[src/rtl/gra_pkg.sv]
// Shared types and constants for the plane-rotation datapath
package gra_pkg;
  localparam logic [31:0] QNAN = 32'h7FC00000;
  localparam int unsigned CFG_COSINE = 0;
  localparam int unsigned CFG_SINE = 1;

  typedef struct packed {
    logic        nan;
    logic        inf;
    logic        zero;
    logic        sign;
    logic signed [10:0] exp;
    logic [47:0] mant;
  } prod_t;

  typedef struct packed {
    logic        nan;
    logic        inf;
    logic        zero;
    logic        sign;
    logic signed [10:0] exp;
    logic [27:0] mant;
  } sum_t;
endpackage

[src/rtl/gra_add.sv]
// Single-precision adder: align stage, then normalise and round stage
module gra_add (
  input  logic        clk,
  input  logic        en,
  input  logic [31:0] a,
  input  logic [31:0] b,
  output logic [31:0] s
);
  import gra_pkg::*;

  sum_t        r;
  sum_t        r_next;
  logic [31:0] s_next;

  always_comb begin
    logic [7:0]  ea;
    logic [7:0]  eb;
    logic [7:0]  el;
    logic [7:0]  es;
    logic [26:0] ml;
    logic [26:0] ms;
    logic [26:0] mt;
    logic        sl;
    logic        sm;
    logic [7:0]  d;
    logic        stk;
    logic        ia;
    logic        ib;
    ea = a[30:23];
    eb = b[30:23];
    ia = (ea == 8'hFF) && (a[22:0] == 23'd0);
    ib = (eb == 8'hFF) && (b[22:0] == 23'd0);
    r_next.nan = ((ea == 8'hFF) && (a[22:0] != 23'd0)) ||
                 ((eb == 8'hFF) && (b[22:0] != 23'd0)) ||
                 (ia && ib && (a[31] != b[31]));
    r_next.inf = ia || ib;
    if (a[30:0] >= b[30:0]) begin
      el = ea; es = eb; sl = a[31]; sm = b[31];
      ml = {(ea != 8'd0), a[22:0], 3'b0};
      ms = {(eb != 8'd0), b[22:0], 3'b0};
    end else begin
      el = eb; es = ea; sl = b[31]; sm = a[31];
      ml = {(eb != 8'd0), b[22:0], 3'b0};
      ms = {(ea != 8'd0), a[22:0], 3'b0};
    end
    d = ((el == 8'd0) ? 8'd1 : el) - ((es == 8'd0) ? 8'd1 : es);
    if (d > 8'd26) begin
      mt  = 27'd0;
      stk = (ms != 27'd0);
    end else begin
      mt  = ms >> d;
      stk = ((ms & ~({27{1'b1}} << d)) != 27'd0);
    end
    mt[0] = mt[0] | stk;
    r_next.sign = ia ? a[31] : (ib ? b[31] : sl);
    if (sl == sm) r_next.mant = {1'b0, ml} + {1'b0, mt};
    else r_next.mant = {1'b0, ml} - {1'b0, mt};
    r_next.zero = (r_next.mant == 28'd0);
    if (r_next.zero) r_next.sign = (sl == sm) ? sl : 1'b0;
    r_next.exp = $signed({3'd0, (el == 8'd0) ? 8'd1 : el});
  end

  always_ff @(posedge clk) begin
    if (en) begin
      r <= r_next;
      s <= s_next;
    end
  end

  always_comb begin
    logic [4:0]  lz;
    logic [27:0] m;
    logic signed [11:0] e;
    logic [24:0] q;
    logic        g;
    logic        st;
    lz = 5'd0;
    for (int i = 0; i < 28; i++) begin
      if (r.mant[i]) lz = 5'(27 - i);
    end
    // mant bit 26 carries weight of exponent exp; bit 27 is carry
    e = {r.exp[10], r.exp} + 12'sd1 - $signed({7'd0, lz});
    if (e < 12'sd1) begin
      m = r.mant << 5'(12'({r.exp[10], r.exp}));
      e = 12'sd0;
    end else begin
      m = r.mant << lz;
    end
    q  = {1'b0, m[27:4]};
    g  = m[3];
    st = (m[2:0] != 3'd0);
    if (g && (st || q[0])) q = q + 25'd1;
    if (q[24]) begin
      q = q >> 1;
      e = e + 12'sd1;
    end else if (e == 12'sd0 && q[23]) begin
      e = 12'sd1;
    end
    if (r.nan) s_next = QNAN;
    else if (r.inf) s_next = {r.sign, 8'hFF, 23'd0};
    else if (r.zero) s_next = {r.sign, 31'd0};
    else if (e >= 12'sd255) s_next = {r.sign, 8'hFF, 23'd0};
    else s_next = {r.sign, e[7:0], q[22:0]};
  end
endmodule

[config.mk]
export PLATFORM = sky130hd
export DESIGN_NAME = gra_add
export DESIGN_NICKNAME = d
export VERILOG_FILES = /design/src/rtl/gra_pkg.sv /design/src/rtl/gra_add.sv
export SDC_FILE = /design/constraint.sdc
export NUM_CORES = 1
export LEC_CHECK = 0
export BUFFER_PORTS_ARGS = -buffer_cell sky130_fd_sc_hd__buf_4
export CORE_MARGIN = 2
export CORE_UTILIZATION = 47
export DETAILED_ROUTE_END_ITERATION = 6
export HOLD_SLACK_MARGIN = 0.06
export SYNTH_ARGS = -nofsm -noshare
export SYNTH_HDL_FRONTEND = slang
export SYNTH_SLANG_ARGS = --single-unit
[constraint.sdc]
create_clock -name clk -period 31.9 [get_ports clk]
set_input_delay 6.38 -clock clk [delete_from_list [all_inputs] [get_ports clk]]
set_output_delay 6.38 -clock clk [all_outputs]
set_load 0.02 [all_outputs]
==> run_results.csv <==
group,metric,value,unit
status,outcome,"finished clean",
route,viasPerCell,6.734,
place,gp_congestion,1.008,
floorplan,num_rows,60,
timing,rsz0062_at_grt,"false",
hold_path,whs_path_depth,1,
route,routed-wl-met3,2862,um
route,wl_met1,19890,um
yosys,syn-mean-instance-area,7.641,um2
power,intPower,447.4,uW
job,maxCapViolCount,0,
timing,finalHoldViolations,0,
clock_network,numClockSinks,72,
setup_path,r2r-end,"s[21]$_SDFFCE_PP0P_",
power,p_seq_frac,0.159,
yosys,ys_types,101,
setup_path,path_class,"in2reg",
power,switching_power,532.8,uW
setup_path,cp-end-kind,"flip-flop",
clock_network,cts_tree,"yes",
place,place_inst,2055,
route,antenna_left,0,
timing,fmax,54.01,MHz
yosys,yosysTopAreaCell,"edfxtp_1",
timing,fin_tns_setup,0,ns
grt,overflow,0,
yosys,yosys_warnings,0,
hold_path,hold_end,"s[31]$_SDFFCE_PP0P_",
hold_path,holdCritPathClass,"reg2reg",
floorplan,core_area,0.02703,mm2
grt,antenna_found_initial,0,
power,vdd_drop_max,0.04501,mV
cells_and_area,antenna_cells,0,
yosys,ys_top_cells_by_count,"nand2_1, nor2_1, a21oi_1, o21ai_0, ha_1",
timing,tightest_slew,1.218,ns
setup_path,reg2reg_slack,20.47,ns
power,powerDensity,69.34,mW/mm2
clock_network,cts-hold-fix-buffers,0,
setup_path,crit_slowest_cell,"o41ai_2",
floorplan,initial_core_util,0.4795,
setup_path,max_stage_delay,0.78,ns
route,via_count,13947,
yosys,synth-edff-count,72,
power,combPwrFrac,0.737,
route,route.detailed.drc,0,
clock_network,postCtsSetupBuffers,0,
clock_network,post_cts_resize_count,0,
floorplan,dieHeight,170.1,um
route,firstDrtPassIters,6,
route,drt-initial-drc-count,1545,
route,wl_met2,21920,um
clock_network,cts_made_buffers,9,
yosys,synth_cells,1696,
setup_path,rr_worst_depth,35,
clock_network,cts_buffer_depth,2,
yosys,synth_most_common_cell,"nand2_1",
place,dpl.hpwl,37120,um
timing,finalCritPeriodShare,0.5804,
yosys,async_reset_ff_frac,0,
yosys,synth_top_cell_area_share,0.1668,
setup_path,cp_max_fo,30,
setup_path,required,31.99,ns
power,clockPowerShare,0.103,
yosys,ys_seq_area_frac,0.1668,
cells_and_area,nets,1876,
place,io_buffers,97,
grt,grt_max_degree,73,
setup_path,reg2reg_from,"r[10]$_DFFE_PP_",
yosys,syn_area,0.01296,mm2
power,p_leak,0.005436,uW
yosys,ys_ff_latch,72,
clock_network,cts_max_level,3,
grt,grt_usage,0.3263,
setup_path,start_kind,"primary input",
grt,grt_pass1_vias,13291,
hold_path,min-delay-start,"r[39]$_DFFE_PP_",
clock_network,clock_latency,0.34,ns
yosys,syn-num-nets,1847,
power,switching_share,0.5435,
setup_path,critPathArrivalTime,18.61,ns
floorplan,die_w,170.1,um
clock_network,path_clk_slew,0.06,ns
timing,setup_violations,0,
timing,relSlewSlack,0.1668,
cells_and_area,layout-drive-gt1-share,0.1428,
route,totalWireLength,47480,um
cells_and_area,final_cells,2071,
grt,grt_pass1_wl,74250,um
yosys,ys.flop_type,"edfxtp_1",
timing,skew,0.01670,ns
route,wl_per_cell,22.93,um
floorplan,io_pins,98,
route,highest_layer,"met4",
timing,fin_crit,18.52,ns
cells_and_area,syn2layout_area_growth,9.075,%
clock_network,cts_root_buf,"clkbuf_16",
yosys,yosys-top-cells-area,"edfxtp_1, ha_1, a21oi_1",
setup_path,path_common_cell,"a21o_1",
floorplan,die_area,0.02892,mm2
timing,slew_viol_final,0,
[state kept, by name (all words and copies together) (netlist names)]
register  count
r            40
s            32
[final cells by class]
type                    count  area (um2)
fillers                  2718       12890
repair buffers            121       908.4
clock inverters             6       67.56
flip-flops and latches     72        2162
well taps                 341       426.7
clock buffers              10       229.0
multi-input cells        1449       10070
inverters                  72       270.3
[cells in the final DEF, fill, tap and decap left out, drive strengths merged, types with 11 or more instances in the layout]
cell type,instances
ha,82
nand3,59
and3,15
nor4,35
and2,11
o21a,14
o22ai,17
nor2,157
nor3,65
inv,71
a21oi,135
or2,15
edfxtp,72
xor2,28
mux2,19
or3,13
buf,121
a21o,28
o21ai,126
a31oi,25
a22oi,11
o21bai,12
a211oi,34
a2111oi,13
mux4,26
nand4,26
a221oi,11
o31ai,19
nand2,171
xnor2,50
nand2b,19
mux2i,54
o211ai,26
[worst max-delay path: cells and delay by family]
family	cells	cell delay, ns
and+or+nand+nor	19	4.22
adders and majority gates	5	1.59
xor gates and xnor gates	2	0.28
buffers and inverters	5	0.83
muxes	1	0.37
AOI/OAI and AO/OA	18	4.92
[power by group through the flow]
stage               Clock, uW  Sequential (uW)  Combinational, uW
global route              107              159                781
floorplan                   0              146                523
detailed placement          0              157                705
CTS                       103              155                708
global placement            0              157                702
finish                    101              156                723
[stage by stage]
stage | total power [uW] | instance area (um2) | util | worst slack (ns) | hold slack, ns
global route | 1047 | 14140 | 0.5231 | 12.30 | 0.6767
global placement | 859.0 | 13840 | 0.5121 | 13.47 | 0.6402
floorplan | 669.6 | 12960 | - | 15.02 | 0.5091
finish | 980.1 | 14140 | 0.5231 | 13.38 | 0.6458
detailed placement | 861.9 | 13840 | 0.5121 | 13.12 | 0.6380
CTS | 966.4 | 14140 | 0.5231 | 13.48 | 0.6665
[logic make-up (layout without fill, tap and decap cells)]
| group | after synthesis | after routing | synth area share |
|---|---|---|---|
| fa+ha+maj | 85 | 85 | 0.08380 |
| compound gates | 560 | 560 | 0.2950 |
| simple gates | 627 | 627 | 0.2391 |
| buf+inv | 175 | 209 | 0.05812 |
| mux | 99 | 99 | 0.1044 |
| flops | 72 | 72 | 0.1668 |
| xor+xnor | 78 | 78 | 0.05271 |
[how the worst max path moves through the flow]
stage          cells after the start   from         endpoint
2_1_floorplan                     54   b[1]  r[39]$_DFFE_PP_
3_3_place_gp                      50  b[16]  r[39]$_DFFE_PP_
3_5_place_dp                      50  b[16]  r[39]$_DFFE_PP_
4_1_cts                           50  b[16]  r[39]$_DFFE_PP_
5_1_grt                           50  b[16]  r[39]$_DFFE_PP_
6_report                          50  b[16]  r[39]$_DFFE_PP_
[metal layers]
metal / vias up / track usage
met5: - / 0
met4: 0 / 0.1836
met3: 139 / 0.02814
met2: 681 / 0.5403
met1: 6577 / 0.4193
li1: 6550 / -
Note: power is estimated with default switching activity, not from simulation.
